==> src/hw/rtl/perspective_world_to_screen_defines.svh <==
// Assertion macros shared by the projection block's RTL files.
`ifndef PERSPECTIVE_WORLD_TO_SCREEN_DEFINES_SVH
`define PERSPECTIVE_WORLD_TO_SCREEN_DEFINES_SVH

`ifndef SYNTHESIS
// Check that cons holds in the same cycle as ante.
`define PWS_ASSERT_IMPLY(label, clk, rst, ante, cons, msg) \
  label: assert property (@(posedge clk) disable iff (rst) (ante) |-> (cons)) \
    else $error(msg);
// Check that cons holds in the cycle after ante.
`define PWS_ASSERT_NEXT(label, clk, rst, ante, cons, msg) \
  label: assert property (@(posedge clk) disable iff (rst) (ante) |=> (cons)) \
    else $error(msg);
`else
`define PWS_ASSERT_IMPLY(label, clk, rst, ante, cons, msg)
`define PWS_ASSERT_NEXT(label, clk, rst, ante, cons, msg)
`endif

`endif

==> src/hw/rtl/pws_pkg.sv <==
// Shared widths, defaults and control types of the projection block.
package pws_pkg;

  localparam int unsigned FRAC_BITS_DEF = 16;
  localparam int unsigned Q_W           = 32;
  localparam int unsigned SIZE_W        = 16;
  localparam int unsigned IDX_W         = 4;
  localparam int unsigned CFG_IDX_W     = 2;
  // Four products of up to 64 bits summed without loss.
  localparam int unsigned ACC_W         = 66;

  typedef struct packed {
    logic issue;  // multiply this cycle's operands
    logic clear;  // empty the accumulator
    logic neg;    // subtract this product instead of adding it
    logic half;   // scale result by one half, else by the fraction
  } mac_ctrl_t;

  typedef struct packed {
    logic busy;
    logic done;
  } div_stat_t;

endpackage

==> src/hw/rtl/pws_mac.sv <==
// Shared signed multiply-accumulate unit with shifted, saturated result.
module pws_mac #(
  parameter int unsigned FRAC_BITS = pws_pkg::FRAC_BITS_DEF
) (
  input  logic                             clk,
  input  logic                             rst,
  input  pws_pkg::mac_ctrl_t               ctrl,
  input  logic signed [pws_pkg::Q_W-1:0]   op_a,
  input  logic signed [pws_pkg::Q_W-1:0]   op_b,
  output logic signed [pws_pkg::Q_W-1:0]   result
);
  import pws_pkg::*;

  localparam int unsigned P_W = 2 * Q_W;
  localparam logic signed [ACC_W-1:0] SAT_MAX =
    {{(ACC_W-Q_W+1){1'b0}}, {(Q_W-1){1'b1}}};
  localparam logic signed [ACC_W-1:0] SAT_MIN =
    {{(ACC_W-Q_W+1){1'b1}}, {(Q_W-1){1'b0}}};

  logic signed [P_W-1:0]   prod;
  logic                    prod_vld;
  logic                    prod_neg;
  logic signed [ACC_W-1:0] acc;
  logic signed [ACC_W-1:0] acc_next;
  logic signed [ACC_W-1:0] prod_ext;
  logic signed [ACC_W-1:0] shifted;

  // Extend the registered product and fold it into the running sum
  assign prod_ext = {{(ACC_W-P_W){prod[P_W-1]}}, prod};
  assign acc_next = prod_neg ? (acc - prod_ext) : (acc + prod_ext);

  // Floor-scale the sum, then clamp to the 32-bit range
  assign shifted = ctrl.half ? (acc >>> 1) : (acc >>> FRAC_BITS);

  always_comb begin
    if (shifted > SAT_MAX) begin
      result = SAT_MAX[Q_W-1:0];
    end else if (shifted < SAT_MIN) begin
      result = SAT_MIN[Q_W-1:0];
    end else begin
      result = shifted[Q_W-1:0];
    end
  end

  // Track which cycles carry a fresh product
  always_ff @(posedge clk) begin
    if (rst) begin
      prod_vld <= 1'b0;
    end else begin
      prod_vld <= ctrl.issue;
    end
  end

  // Multiply, then accumulate the registered product in the next cycle
  always_ff @(posedge clk) begin
    if (ctrl.issue) begin
      prod     <= op_a * op_b;
      prod_neg <= ctrl.neg;
    end
    if (ctrl.clear) begin
      acc <= '0;
    end else if (prod_vld) begin
      acc <= acc_next;
    end
  end

endmodule

==> config.mk <==
export PLATFORM = sky130hd
export DESIGN_NAME = pws_mac
export DESIGN_NICKNAME = d
export VERILOG_FILES = /design/src/hw/rtl/perspective_world_to_screen_defines.svh /design/src/hw/rtl/pws_pkg.sv /design/src/hw/rtl/pws_mac.sv
export SDC_FILE = /design/constraint.sdc
export NUM_CORES = 2
export LEC_CHECK = 0
export ABC_AREA = 1
export BUFFER_PORTS_ARGS = -buffer_cell sky130_fd_sc_hd__buf_2
export CORE_MARGIN = 10
export CORE_UTILIZATION = 35
export CTS_BUF_LIST = sky130_fd_sc_hd__clkbuf_16
export DETAILED_ROUTE_END_ITERATION = 10
export PLACE_DENSITY_LB_ADDON = 0.12
export SETUP_SLACK_MARGIN = 0.15
export SYNTH_ARGS = -nofsm -noshare
export SYNTH_HDL_FRONTEND = slang
export SYNTH_SLANG_ARGS = --single-unit
export TNS_END_PERCENT = 50
==> constraint.sdc <==
create_clock -name clk -period 8.2 [get_ports clk]
set_clock_uncertainty 0.15 [all_clocks]
set_input_delay 1.23 -clock clk [delete_from_list [all_inputs] [get_ports clk]]
set_output_delay 1.23 -clock clk [all_outputs]
set_load 0.005 [all_outputs]
Word-level counts from Yosys, hierarchy flattened
Index checks and enable logic that the tools add are counted.
{"block": "totals", "regBits": 132, "latchBits": 0, "ramBits": 0, "mem_bits_ro": 0, "inputBits": 70, "output_inout_bits": 32, "elab_cells": 13, "memories": 0}
{"block": "classes", "addsub": 2, "n_mul": 1, "div": 0, "magnitude_cmp": 2, "eq_ne": 0, "shifts": 0, "mux": 4, "n_bitwise": 0, "n_reduce_logical": 0}
{"operator": "adder 66 x 64 -> 66 bit", "count": 1}
{"operator": "2-to-1 mux 66 bit", "count": 1}
{"operator": "subtractor 66 x 64 -> 66 bit", "count": 1}
{"operator": "> comparator 65 x 32 -> 1 bit (second input constant)", "count": 1}
{"operator": "less-than comparator 65 x 32 -> 1 bit (second input constant)", "count": 1}
{"operator": "multiplier 32 x 32 -> 64 bit", "count": 1}
{"operator": "2-to-1 mux 32 bit", "count": 2}
{"operator": "2-to-1 mux 64 bit", "count": 1}

Depth between registers and ports, before layout
{"block": "depth", "ltp_word": 4, "depth_mapped": 34, "depth_no_buf": 33}

Worst setup path after synthesis
Ideal clock, no wire load.
{"block": "synth_timing", "kind": "input-to-reg", "start": "input op_a[31] in the netlist's numbering", "end": "register prod[63], data pin", "setup_ns": 0.253, "arrival_ns": 7.879, "t_required_ns": 7.797, "path_slack_ns": -0.082, "path_stages": 28, "path_buffers": 1, "cell_sequence": "clkbuf_1 > nand2_1 > fa_1 > fa_1 > inv_1 > fa_1 > inv_1 > fa_1 > fa_1 > inv_1 > fa_1 > inv_1 > fa_1 > inv_1 > fa_1 > ha_1 > nand2_1 > inv_1 > nand2_1 > nand2_1 > a21oi_1 > o21ai_0 > a21oi_1 > o21ai_0 > a21oi_1 > inv_1 > nand2_1 > nand2_1"}
{"block": "synth_via", "elab_chain_len": 1}
{"element": "from (decl)", "line": "pws_mac.sv:8", "rtl": "input logic signed [pws_pkg::Q_W-1:0] op_a,"}
{"element": "multiplier 32 x 32 -> 64 bit", "line": "pws_mac.sv:57", "rtl": "prod <= op_a * op_b;"}
{"element": "to (signal assigned)", "line": "pws_mac.sv:57"}
{"element": "to (decl)", "line": "pws_mac.sv:20", "rtl": "logic signed [P_W-1:0] prod;"}
Every way passes these cells.
A chain may end at the register's enable or synchronous reset.

Final worst setup path
{"block": "layout_timing", "start": "input op_a[30] in the netlist's numbering", "end": "register prod[43], data pin"}
The elaborated chain is that of the path after synthesis.

==> reports/results.ini <==
[cells_and_area]
drive_above_1_share=0.110
fin_nets=8606
final_common_cell=inv_1
nFillCells=15200
syn2layout_area_growth_pct=15.2
finish.instance_area_um2=58300
mostFrequentLayoutCells=inv_1, nand2_1, fa_1
final_cells=9120

[logic_synthesis]
syn-cell-area_um2=50600
synth_seq_cells=132
synth_edf_count=65
synth_area_per_cell_um2=7.47
seq_area_frac_synth=0.0651
yosysWarnings=0
synth.distinct_cells=49
synthFlopType=dfxtp_1
async_flop_share=0
syn_nets=8170
synthCells=6767

[detailed_routing]
drc=0
drtPass1Iterations=5
post_drt_wl_per_cell_um=18.4
drt_iter0_drc=2940
vias_per_cell=4.70
ant_nets=0
drt_wl_total_mm=168
routed-via-count=42900

[floorplan]
ios=102
num_rows=139
die_w_um=400
die_area_um2=160000
dieHeight_um=400
start_util=0.352
core_region_area_um2=144000

[setup_path]
arrival_ns=7.97
reg2reg_to=acc[48]$_SDFFE_PP0P_
r2r_cells=18
cp.required_ns=8.33
crit_path_end=prod[43]$_DFFE_PP_
critPathCaptureType=flop
r2r-start=prod[0]$_DFFE_PP_
cp_max_fo=8
critPathLaunch=op_a[30]
reg2reg_setup_slack_ns=3.03
crit_path_start_kind=input port
path_class=in2reg

[sta]
tightest_slew_ns=1.03
setup_violations=0
hold_violations=0
setup_slack_ns=0.361
max_freq_mhz=128
drv_slew=0
rsz0062_at_grt=true
max_slew_margin=0.316
fin_crit_sh=0.956
period_needed_ns=7.84
finalSetupTns_ns=0

[cts]
clockRootBuffer=clkbuf_16
cts_sinks=132
clk_path_buf_depth=2
cts-buffers-inserted=17
htreeDepth=4
clk_latency_ns=0.49
clk_pin_slew_ns=0.07
cts_tree=built
holdBufCountCts=0

[place]
place_congestion=0.946
detailed_place_hpwl_mm=150
place_area_um2=57300
dp_slack_ns=-0.585
place_inst=9084
port_buffers=101

[grt]
grt-ovfl-total=0
grt_max_degree=67
first_global_vias=45600
antenna_found_initial=4
grt_pass1_wl_mm=269
grt_util_all_layers=0.216

[flow_run]
maxCapViolCount=0

[min_path]
hold_path.class=reg2reg

[status]
status=complete, no violations

==> worst min-delay path by stage <==
stage                         from                  end  slack (ns)  cells past startpoint
6_report       acc[0]$_SDFFE_PP0P_  acc[0]$_SDFFE_PP0P_        0.39                      2
5_1_grt        acc[0]$_SDFFE_PP0P_  acc[0]$_SDFFE_PP0P_        0.43                      2
4_1_cts        acc[0]$_SDFFE_PP0P_  acc[0]$_SDFFE_PP0P_        0.39                      2
3_5_place_dp   acc[0]$_SDFFE_PP0P_  acc[0]$_SDFFE_PP0P_        0.38                      2
3_3_place_gp   acc[0]$_SDFFE_PP0P_  acc[0]$_SDFFE_PP0P_        0.37                      2
2_1_floorplan  acc[0]$_SDFFE_PP0P_  acc[0]$_SDFFE_PP0P_        0.34                      2
==> state kept, by name, indices dropped and copies added, names as in the netlist <==
signal / count
acc: 66
prod: 64
prod_neg: 1
prod_vld: 1
==> layout make-up <==
class / instances / area, µm² / area share
multi-input combinational: 4413 / 39000 / 0.670
inverter: 1982 / 7450 / 0.128
timing repair buffer: 657 / 5480 / 0.0941
sequential: 132 / 3290 / 0.0565
tap: 1903 / 2380 / 0.0409
clock buffer: 17 / 425 / 0.00730
clock inverter: 15 / 190 / 0.00326
antenna: 1 / 2.50 / 0.0000430
==> per-layer routing <==
metal  GRT usage  wire [µm]  up-vias
li1            -          -    20400
met1       0.300      77800    21400
met2       0.371      80500      930
met3      0.0194       7320      110
met4      0.0333       2420        0
met5           0          0        -
==> what timing repair did <==
item / 4_1_cts / 5_1_grt
endpoints found under the hold margin: 0 / 0
setup endpoints to repair: 15 / 28
pin swaps: 1 / 9
gates resized for setup: 4 / 79
setup buffers: 1 / 2
==> critical path, stage by stage <==
cell and delay [ns]:
clkbuf_4 0.21, buf_4 0.20, nand2_1 0.05, inv_1 0.05
fa_1 0.53, inv_1 0.05, fa_1 0.50, inv_1 0.05
fa_1 0.51, inv_1 0.07, fa_1 0.54, inv_1 0.05
fa_1 0.48, fa_1 0.57, fa_1 0.46, fa_2 0.59
ha_4 0.21, inv_1 0.07, o21ai_0 0.12, buf_4 0.16
a21o_1 0.20, nor2_1 0.11, o21ai_0 0.13, buf_4 0.17
a21oi_1 0.18, o21a_1 0.16, xor2_1 0.29
==> metrics by stage <==
stage | utilization | hold slack, ns
2_1_floorplan | - | 0.340
3_3_place_gp | 0.399 | 0.365
3_5_place_dp | 0.399 | 0.376
4_1_cts | 0.404 | 0.392
5_1_grt | 0.406 | 0.429
6_report | 0.406 | 0.393
==> cell usage after synthesis, drive strengths merged, types with 2 or more instances <==
cell type,count,area [µm²]
a211oi,3,27.5
a21boi,9,67.6
a21o,15,113
a21oi,241,1210
a31oi,19,119
and3,4,25.0
buf,25,215
clkbuf,215,807
dfxtp,67,1340
edfxtp,65,1950
fa,1083,21700
ha,250,3130
inv,1981,7440
nand2,1610,6040
nand3,140,706
nand3b,7,52.6
nand4,44,275
nor2,426,1610
nor3,37,190
nor4,37,231
o211ai,8,60.1
o21a,19,143
o21ai,248,1360
o21bai,32,240
o221ai,3,26.3
o31ai,2,15.0
o41ai,2,17.5
or2,15,93.8
xnor2,40,350
xor2,114,998
==> cells by family (layout without fill, tap and decap cells) <==
| group | count (synthesis) | count (layout) | synth area share |
|---|---|---|---|
| and+or+nand+nor | 2321 | 2321 | 0.183 |
| buffers and inverters | 2222 | 2671 | 0.167 |
| adders and majority gates | 1333 | 1333 | 0.491 |
| AOI/OAI and AO/OA | 605 | 605 | 0.0678 |
| xor gates and xnor gates | 154 | 154 | 0.0267 |
| DFF | 132 | 132 | 0.0651 |
| other | 0 | 1 | 0 |
Power is not shown: default switching activity piles up to over one toggle a cycle in this logic, so the estimate is an artifact.
