$ cat config.mk
export PLATFORM = sky130hd
export DESIGN_NAME = pws_div
export DESIGN_NICKNAME = d
export VERILOG_FILES = /design/src/hw/rtl/pws_pkg.sv /design/src/hw/rtl/pws_div.sv
export VERILOG_INCLUDE_DIRS = /design/src /design/src/hw/rtl
export SDC_FILE = /design/constraint.sdc
export NUM_CORES = 1
export LEC_CHECK = 0
export BUFFER_PORTS_ARGS = -buffer_cell sky130_fd_sc_hd__buf_4
export CAP_MARGIN = 20
export CORE_UTILIZATION = 35
export CTS_BUF_LIST = sky130_fd_sc_hd__clkbuf_4
export DETAILED_ROUTE_END_ITERATION = 7
export HOLD_SLACK_MARGIN = 0.1
export REMOVE_ABC_BUFFERS = 1
export SLEW_MARGIN = 10
export SYNTH_ARGS = -nofsm -noshare
export SYNTH_HDL_FRONTEND = slang
export SYNTH_SLANG_ARGS = --single-unit
$ cat constraint.sdc
create_clock -name clk -period 7.97 [get_ports clk]
set_input_delay 0.3985 -clock clk [delete_from_list [all_inputs] [get_ports clk]]
set_output_delay 0.3985 -clock clk [all_outputs]
set_load 0.1 [all_outputs]
$ cat src/hw/rtl/perspective_world_to_screen_defines.svh
// Assertion macros shared by the projection block's RTL files.
`ifndef PERSPECTIVE_WORLD_TO_SCREEN_DEFINES_SVH
`define PERSPECTIVE_WORLD_TO_SCREEN_DEFINES_SVH

`ifndef SYNTHESIS
// Check that cons holds in the same cycle as ante.
`define PWS_ASSERT_IMPLY(label, clk, rst, ante, cons, msg) \
  label: assert property (@(posedge clk) disable iff (rst) (ante) |-> (cons)) \
    else $error(msg);
// Check that cons holds in the cycle after ante.
`define PWS_ASSERT_NEXT(label, clk, rst, ante, cons, msg) \
  label: assert property (@(posedge clk) disable iff (rst) (ante) |=> (cons)) \
    else $error(msg);
`else
`define PWS_ASSERT_IMPLY(label, clk, rst, ante, cons, msg)
`define PWS_ASSERT_NEXT(label, clk, rst, ante, cons, msg)
`endif

`endif

$ cat src/hw/rtl/pws_pkg.sv
// Shared widths, defaults and control types of the projection block.
package pws_pkg;

  localparam int unsigned FRAC_BITS_DEF = 16;
  localparam int unsigned Q_W           = 32;
  localparam int unsigned SIZE_W        = 16;
  localparam int unsigned IDX_W         = 4;
  localparam int unsigned CFG_IDX_W     = 2;
  // Four products of up to 64 bits summed without loss.
  localparam int unsigned ACC_W         = 66;

  typedef struct packed {
    logic issue;  // multiply this cycle's operands
    logic clear;  // empty the accumulator
    logic neg;    // subtract this product instead of adding it
    logic half;   // scale result by one half, else by the fraction
  } mac_ctrl_t;

  typedef struct packed {
    logic busy;
    logic done;
  } div_stat_t;

endpackage

$ cat src/hw/rtl/pws_div.sv
// Radix-4 restoring divider: fixed-point signed quotient, positive divisor, saturated.
`include "perspective_world_to_screen_defines.svh"

module pws_div #(
  parameter int unsigned FRAC_BITS = pws_pkg::FRAC_BITS_DEF
) (
  input  logic                             clk,
  input  logic                             rst,
  input  logic                             start,
  input  logic signed [pws_pkg::Q_W-1:0]   num,
  input  logic signed [pws_pkg::Q_W-1:0]   den,
  output pws_pkg::div_stat_t               stat,
  output logic signed [pws_pkg::Q_W-1:0]   quot
);
  import pws_pkg::*;

  localparam int unsigned NUM_W = Q_W + FRAC_BITS;
  localparam int unsigned DIV_W = NUM_W + (NUM_W % 2);
  localparam int unsigned STEPS = DIV_W / 2;
  localparam int unsigned CNT_W = $clog2(STEPS);
  localparam logic [CNT_W-1:0] CNT_LAST = CNT_W'(STEPS - 1);
  localparam logic [DIV_W-1:0] POS_LIM = DIV_W'({1'b0, {(Q_W-1){1'b1}}});
  localparam logic [DIV_W-1:0] NEG_LIM = DIV_W'({1'b1, {(Q_W-1){1'b0}}});

  logic [DIV_W-1:0] dvd;
  logic [DIV_W-1:0] dvd_next;
  logic [Q_W-1:0]   rem;
  logic [Q_W-1:0]   rem_next;
  logic [Q_W-1:0]   den_r;
  logic [Q_W-1:0]   num_mag;
  logic             neg;
  logic [CNT_W-1:0] cnt;
  logic [Q_W:0]     dsr;
  logic [Q_W:0]     t1;
  logic [Q_W:0]     r1;
  logic [Q_W:0]     t2;
  logic [Q_W:0]     r2;
  logic             ge1;
  logic             ge2;

  assign num_mag = num[Q_W-1] ? (~num + 1'b1) : num;

  // Two trial subtractions per cycle; quotient bits shift in from the bottom
  assign dsr      = {1'b0, den_r};
  assign t1       = {rem, dvd[DIV_W-1]};
  assign ge1      = (t1 >= dsr);
  assign r1       = ge1 ? (t1 - dsr) : t1;
  assign t2       = {r1[Q_W-1:0], dvd[DIV_W-2]};
  assign ge2      = (t2 >= dsr);
  assign r2       = ge2 ? (t2 - dsr) : t2;
  assign dvd_next = {dvd[DIV_W-3:0], ge1, ge2};
  assign rem_next = r2[Q_W-1:0];

  // Apply the sign and clamp the magnitude
  always_comb begin
    if (neg) begin
      if (dvd > NEG_LIM) begin
        quot = {1'b1, {(Q_W-1){1'b0}}};
      end else begin
        quot = ~dvd[Q_W-1:0] + 1'b1;
      end
    end else begin
      if (dvd > POS_LIM) begin
        quot = {1'b0, {(Q_W-1){1'b1}}};
      end else begin
        quot = dvd[Q_W-1:0];
      end
    end
  end

  // Sequence the steps and pulse done after the last one
  always_ff @(posedge clk) begin
    if (rst) begin
      stat.busy <= 1'b0;
      stat.done <= 1'b0;
      cnt       <= '0;
    end else begin
      stat.done <= 1'b0;
      if (start) begin
        stat.busy <= 1'b1;
        cnt       <= '0;
      end else if (stat.busy) begin
        cnt <= cnt + 1'b1;
        if (cnt == CNT_LAST) begin
          stat.busy <= 1'b0;
          stat.done <= 1'b1;
        end
      end
    end
  end

  // Load operands, then advance the partial remainder
  always_ff @(posedge clk) begin
    if (start) begin
      dvd   <= DIV_W'({num_mag, {FRAC_BITS{1'b0}}});
      rem   <= '0;
      neg   <= num[Q_W-1];
      den_r <= den;
    end else if (stat.busy) begin
      dvd <= dvd_next;
      rem <= rem_next;
    end
  end

  `PWS_ASSERT_NEXT(a_div_start_busy, clk, rst, start, stat.busy, "divider idle after start")
  `PWS_ASSERT_IMPLY(a_div_done_after_busy, clk, rst, stat.done, $past(stat.busy) && !stat.busy, "divider done without a run")

endmodule

---- Word-level counts from Yosys, hierarchy flattened ----
Cells that the tools add are included.
storage, ports and cells
  register bits after elaboration ......... 120
  latch bits .............................. 0
  memory bits (writable) .................. 0
  memory bits (read-only) ................. 0
  output and inout port bits .............. 34
  memories kept ........................... 0
operators by class
  add/subtract/negate cells ............... 5
  multiply operators ...................... 0
  divide/modulo/power cells ............... 0
  order comparisons ....................... 4
  equality and inequality tests ........... 1
  shift-type cells ........................ 0
  mux-type cells .......................... 11
  bitwise gates (word level) .............. 3
  reduce and logical (&&, ||, !) cells .... 3
operators by type and width
  cell                                                                                number
  32-bit two-way mux                                                                  6
  48-bit two-way mux                                                                  2
  33-bit by 32-bit >= comparator with 1-bit output                                    2
  32-bit by 1-bit adder with 32-bit output (second input constant)                    2
  32-bit inverter                                                                     2
  32-bit subtractor                                                                   2
  48-bit by 31-bit greater-than comparator with 1-bit output (second input constant)  1
  48-bit by 32-bit greater-than comparator with 1-bit output (second input constant)  1
  5-bit by 1-bit adder with 5-bit output (second input constant)                      1
  5-bit == test (second input constant)                                               1
  2-bit two-way mux                                                                   2
  3-bit OR reduction                                                                  1
  2-bit nonzero test                                                                  1
  2-bit OR reduction                                                                  1
  1-bit two-way mux                                                                   1
  1-bit inverter                                                                      1

---- Longest topological paths before layout ----
  depth in word-level cells ............... 5
  depth in mapped cells ................... 25
  gate-level depth less buffers ........... 23

---- Least setup slack after synthesis ----
Ideal clock, no wire load.
  path type ............................... reg-to-output
  start point ............................. register dvd[0]
  end point ............................... output quot[17] (netlist bit)
  arrival time ............................ 6.511 ns
  data required time ...................... 7.572 ns
  path slack .............................. 1.061 ns
  cell stages (with the launch flop) ...... 13
  buffers on the path ..................... 1
  cell sequence ........................... dfxtp_1 -> inv_1 -> ha_1 -> or3b_2 -> nor4b_2 -> nand2_1 -> nor4_1 -> nand2_1 -> nor3_2 -> a21o_1 -> buf_2 -> nand2_1 -> o311ai_0
on the way
  longest elaborated chain between the ends .. 4
  elaborated cells between the ends (all ways) .. 7
  classes of those cells .................. 1 x add/sub; 2 x order compare; 3 x mux; 1 x bitwise
RTL lines
  item                                      RTL line        RTL
  start, declared                           pws_div.sv:25   logic [DIV_W-1:0] dvd;
  start signal, assigned                    pws_div.sv:95   dvd <= DIV_W'({num_mag, {FRAC_BITS{1'b0}}});
  start signal, assigned                    pws_div.sv:100  dvd <= dvd_next;
  32-bit inverter                           pws_div.sv:60   quot = ~dvd[Q_W-1:0] + 1'b1;
  32-bit by 1-bit adder with 32-bit output  pws_div.sv:60
  32-bit two-way mux                        pws_div.sv:57   if (dvd > NEG_LIM) begin
  32-bit two-way mux *                      pws_div.sv:56   if (neg) begin
  end, declared                             pws_div.sv:13   output logic signed [pws_pkg::Q_W-1:0] quot
Every way passes the cells marked *; elsewhere a longest branch is shown, timed or not.

---- Worst setup path after layout ----
  start point ............................. register den_r[22]
  end point ............................... register rem[27]
on the way
  longest elaborated chain between the ends .. 4
  elaborated cells between the ends (all ways) .. 6
  classes of those cells .................. 2 x add/sub; 2 x order compare; 2 x mux
RTL lines
  item                                                                                   RTL line                      RTL
  start, declared                                                                        pws_div.sv:29                 logic [Q_W-1:0] den_r;
  start signal, assigned                                                                 pws_div.sv:98                 den_r <= den;
  32-bit subtractor or 33-bit by 32-bit >= comparator with 1-bit output (tied branches)  pws_div.sv:47, pws_div.sv:46
  32-bit two-way mux                                                                     pws_div.sv:47                 assign r1 = ge1 ? (t1 - dsr) : t1;
  32-bit subtractor or 33-bit by 32-bit >= comparator with 1-bit output (tied branches)  pws_div.sv:50, pws_div.sv:49
  32-bit two-way mux *                                                                   pws_div.sv:50                 assign r2 = ge2 ? (t2 - dsr) : t2;
  end signal, assigned                                                                   pws_div.sv:101                rem <= rem_next;
  end, declared                                                                          pws_div.sv:27                 logic [Q_W-1:0] rem;
Marked as above.
A chain may end at the register's enable or synchronous reset.

==> impl_metrics.env <==
export IMPL_ios=101
export IMPL_path_class="register to register"
export IMPL_grt_overflow_total=0
export IMPL_hold_viol_final=0
export IMPL_place_port_buffers=100
export IMPL_multi_input_area_mm2=0.00653
export IMPL_status="finished with violations"
export IMPL_p_per_area_mw_per_mm2=278
export IMPL_drive_above_1_share=0.123
export IMPL_num_vias=9424
export IMPL_min_delay_start="num[31]"
export IMPL_die_x_um=172
export IMPL_ys_ff_latch=120
export IMPL_drt_first_pass_iters=8
export IMPL_insertion_delay_ns=0.60
export IMPL_violations="DRC"
export IMPL_fillers=2910
export IMPL_place_gp_congestion=0.895
export IMPL_cp_required_ns=8.49
export IMPL_ant_nets=0
export IMPL_coreArea_mm2=0.0280
export IMPL_ys_top_cells_by_area="edfxtp_1 19%, dfxtp_1 11%, ha_1 8.3%"
export IMPL_grt_pass1_vias=8883
export IMPL_intPower_uw=1700
export IMPL_cts_buffer_depth=2
export IMPL_regArea_mm2=0.00306
export IMPL_cts_made_buffers=17
export IMPL_p_sw_uw=1570
export IMPL_cts_resized=0
export IMPL_ff2ff_path_depth=21
export IMPL_grt_max_degree=75
export IMPL_cts_clk_slew_worst_paths_ns=0.15
export IMPL_startpoint_type="register"
export IMPL_yosysTopAreaCell="edfxtp_1"
export IMPL_postCtsHoldBufs=34
export IMPL_h_tree_depth=4
export IMPL_synth_cell_types=69
export IMPL_wire_per_inst_um=15.9
export IMPL_slew_viol_final=0
export IMPL_slew_limit_headroom=0.284
export IMPL_fin_crit_sh=0.878
export IMPL_clockRootBuffer="clkbuf_4"
export IMPL_reg2reg_to="rem[27]"
export IMPL_post_cts_buffers=0
export IMPL_synth_warning_count=0
export IMPL_syn_inst=1252
export IMPL_die_area_mm2=0.0294
export IMPL_hold_class="primary input to register"
export IMPL_grt_usage=0.191
export IMPL_finalNetCount=1491
export IMPL_reg2reg_from="den_r[22]"
export IMPL_die_height_um=172
export IMPL_tightest_slew_ns=1.07
export IMPL_routed_via_density=5.39
export IMPL_grt_pass1_wl_um=44800
export IMPL_swShare=0.480
export IMPL_syn_area_mm2=0.0101
export IMPL_fin_setup_tns_ns=0
export IMPL_antenna_found_initial=3
export IMPL_setup_violations=0
export IMPL_seq_power_share=0.241
export IMPL_drv_cap=0
export IMPL_fp_row_count=61
export IMPL_cts_tree="yes"
export IMPL_holdWs_ns=0.199
export IMPL_combPwrFrac=0.613
export IMPL_drc=1
export IMPL_pwr_share_clk=0.146
export IMPL_area_delta_synth_final_pct=17.2
export IMPL_hpwl_um=20500
export IMPL_synth_flop_cell="edfxtp_1"
export IMPL_start_util=0.359
export IMPL_synth_top_cell_area_share=0.194
export IMPL_cp_max_fo=33
export IMPL_finClkSkew_ns=0.0382
export IMPL_endpoint_kind="register"
export IMPL_arrival_ns=7.51
export IMPL_cts_num_sinks=120
export IMPL_ys_seq_area_frac=0.304
export IMPL_ir_drop_uv=177
export IMPL_max_freq_ghz=0.143
export IMPL_rsz0062_at_grt="no"
export IMPL_p_leak_uw=0.00484
export IMPL_rrSetupSlack_ns=0.97
export IMPL_synth_avg_cell_area_um2=8.03
export IMPL_worstHoldPathCells=1
export IMPL_drt_total_wl_um=27800
export IMPL_synth_edf_count=65
export IMPL_hold_end="neg"
export IMPL_period_minus_slack_ns=7.00
export IMPL_async_flop_share=0
export IMPL_drt_iter0_drc=728
## synth_stat cells, drive strengths merged, types with 5 or more instances
| cell | count |
|---|---|
| inv | 66 |
| buf | 9 |
| o41ai | 6 |
| o311ai | 11 |
| or2 | 6 |
| a211oi | 41 |
| dfxtp | 55 |
| o21a | 17 |
| mux2i | 42 |
| nor2b | 5 |
| a21oi | 102 |
| o31ai | 20 |
| nor3 | 24 |
| and3 | 7 |
| nor4 | 20 |
| nor2 | 117 |
| nand4 | 15 |
| or3 | 18 |
| mux2 | 5 |
| o211ai | 7 |
| xor2 | 37 |
| xnor2 | 47 |
| nand2 | 145 |
| ha | 67 |
| clkbuf | 52 |
| a31oi | 13 |
| o22ai | 6 |
| o21ai | 109 |
| o22a | 8 |
| a21o | 23 |
| edfxtp | 65 |
| nand3 | 16 |
| nand2b | 13 |
| a311oi | 5 |
| or4 | 8 |
## worst max-delay path, cell delays in order (launching register included)
cell and delay, ns:
edfxtp_1 0.39, inv_1 0.09, ha_1 0.31, a211oi_1 0.37, o21ai_0 0.17, a221o_1 0.35
a21oi_1 0.20, a211oi_1 0.14, o31ai_4 0.65, o21ai_0 0.30, ha_1 0.37, nor2b_1 0.18
o2111ai_1 0.14, a21oi_1 0.28, o41ai_1 0.13, buf_4 0.17, o41ai_1 0.75, nor2_1 0.14
o211a_1 0.34, nand2_2 0.80, o311ai_0 0.29, a311oi_1 0.33
## sequential cells by signal, summed over array words and instances (netlist names)
name   count
neg        1
dvd       48
den_r     32
rem       32
cnt        5
stat       2
## stage by stage
step / utilization / area, µm² / std cells / power, µW / worst slack [ns]
floorplan: - / 9830 / 1191 / 2310 / 0.156
global placement: 0.398 / 11100 / 1680 / 2760 / 1.22
detailed placement: 0.398 / 11100 / 1680 / 2770 / 1.06
CTS: 0.421 / 11800 / 1746 / 3280 / 0.988
global route: 0.421 / 11800 / 1749 / 3530 / 0.313
finish: 0.421 / 11800 / 1749 / 3280 / 0.974
## placed cells by master (no fill, tap or decap), types with 15 or more instances in the layout
cell type        n
edfxtp_1        65
buf_4          111
o21a_1          17
a21oi_1        102
nand2_1        144
nor2_1         117
nand4_1         15
nand3_1         16
clkbuf_4        17
ha_1            67
nor4_1          20
mux2i_1         42
o21ai_0        109
dfxtp_1         54
inv_1           66
xnor2_1         47
nor3_1          23
xor2_1          37
dlygate4sd3_1   34
a211oi_1        41
a21o_1          23
o31ai_1         19
## area by class of cell
cell class / count / share of cell area
Multi-Input combinational cell: 1004 / 0.554
Clock inverter: 15 / 0.0141
Tap cell: 378 / 0.0401
Timing Repair Buffer: 145 / 0.0996
Sequential cell: 120 / 0.259
Inverter: 67 / 0.0213
Clock buffer: 17 / 0.0108
Antenna cell: 3 / 0.000637
## per-layer routing
metal,global-route usage,share of wire
met3,0.0368,0.057
met1,0.255,0.47
met2,0.315,0.46
met5,0,0
met4,0.0481,0.012
## worst max path at each step
stage / from / to / slack (ns) / cells after the start
floorplan: den_r[4] / rem[27] / 0.16 / 20
global placement: den_r[22] / rem[27] / 1.22 / 21
detailed placement: den_r[4] / rem[27] / 1.06 / 21
CTS: den_r[22] / rem[27] / 0.99 / 21
global route: den_r[22] / rem[27] / 0.31 / 21
finish: den_r[22] / rem[27] / 0.97 / 21
## power by group through the flow
stage          clock network [µW]  registers, µW  logic [µW]
5_1_grt                       516            799        2210
3_3_place_gp                    0            800        1960
4_1_cts                       496            788        2000
6_report                      478            789        2010
2_1_floorplan                   0            791        1520
3_5_place_dp                    0            802        1970
## kinds of logic (layout without fill, tap and decap cells)
kind of cell | count (synthesis) | in the layout | share of synthesized area
xor+xnor | 84 | 84 | 0.0731
simple gates | 405 | 405 | 0.189
flops | 120 | 120 | 0.304
compound gates | 399 | 399 | 0.252
buf+inv | 128 | 244 | 0.0481
other cells | 0 | 3 | 0
mux | 47 | 47 | 0.0474
fa+ha+maj | 69 | 69 | 0.0873
Power figures use the tool's default switching activity.
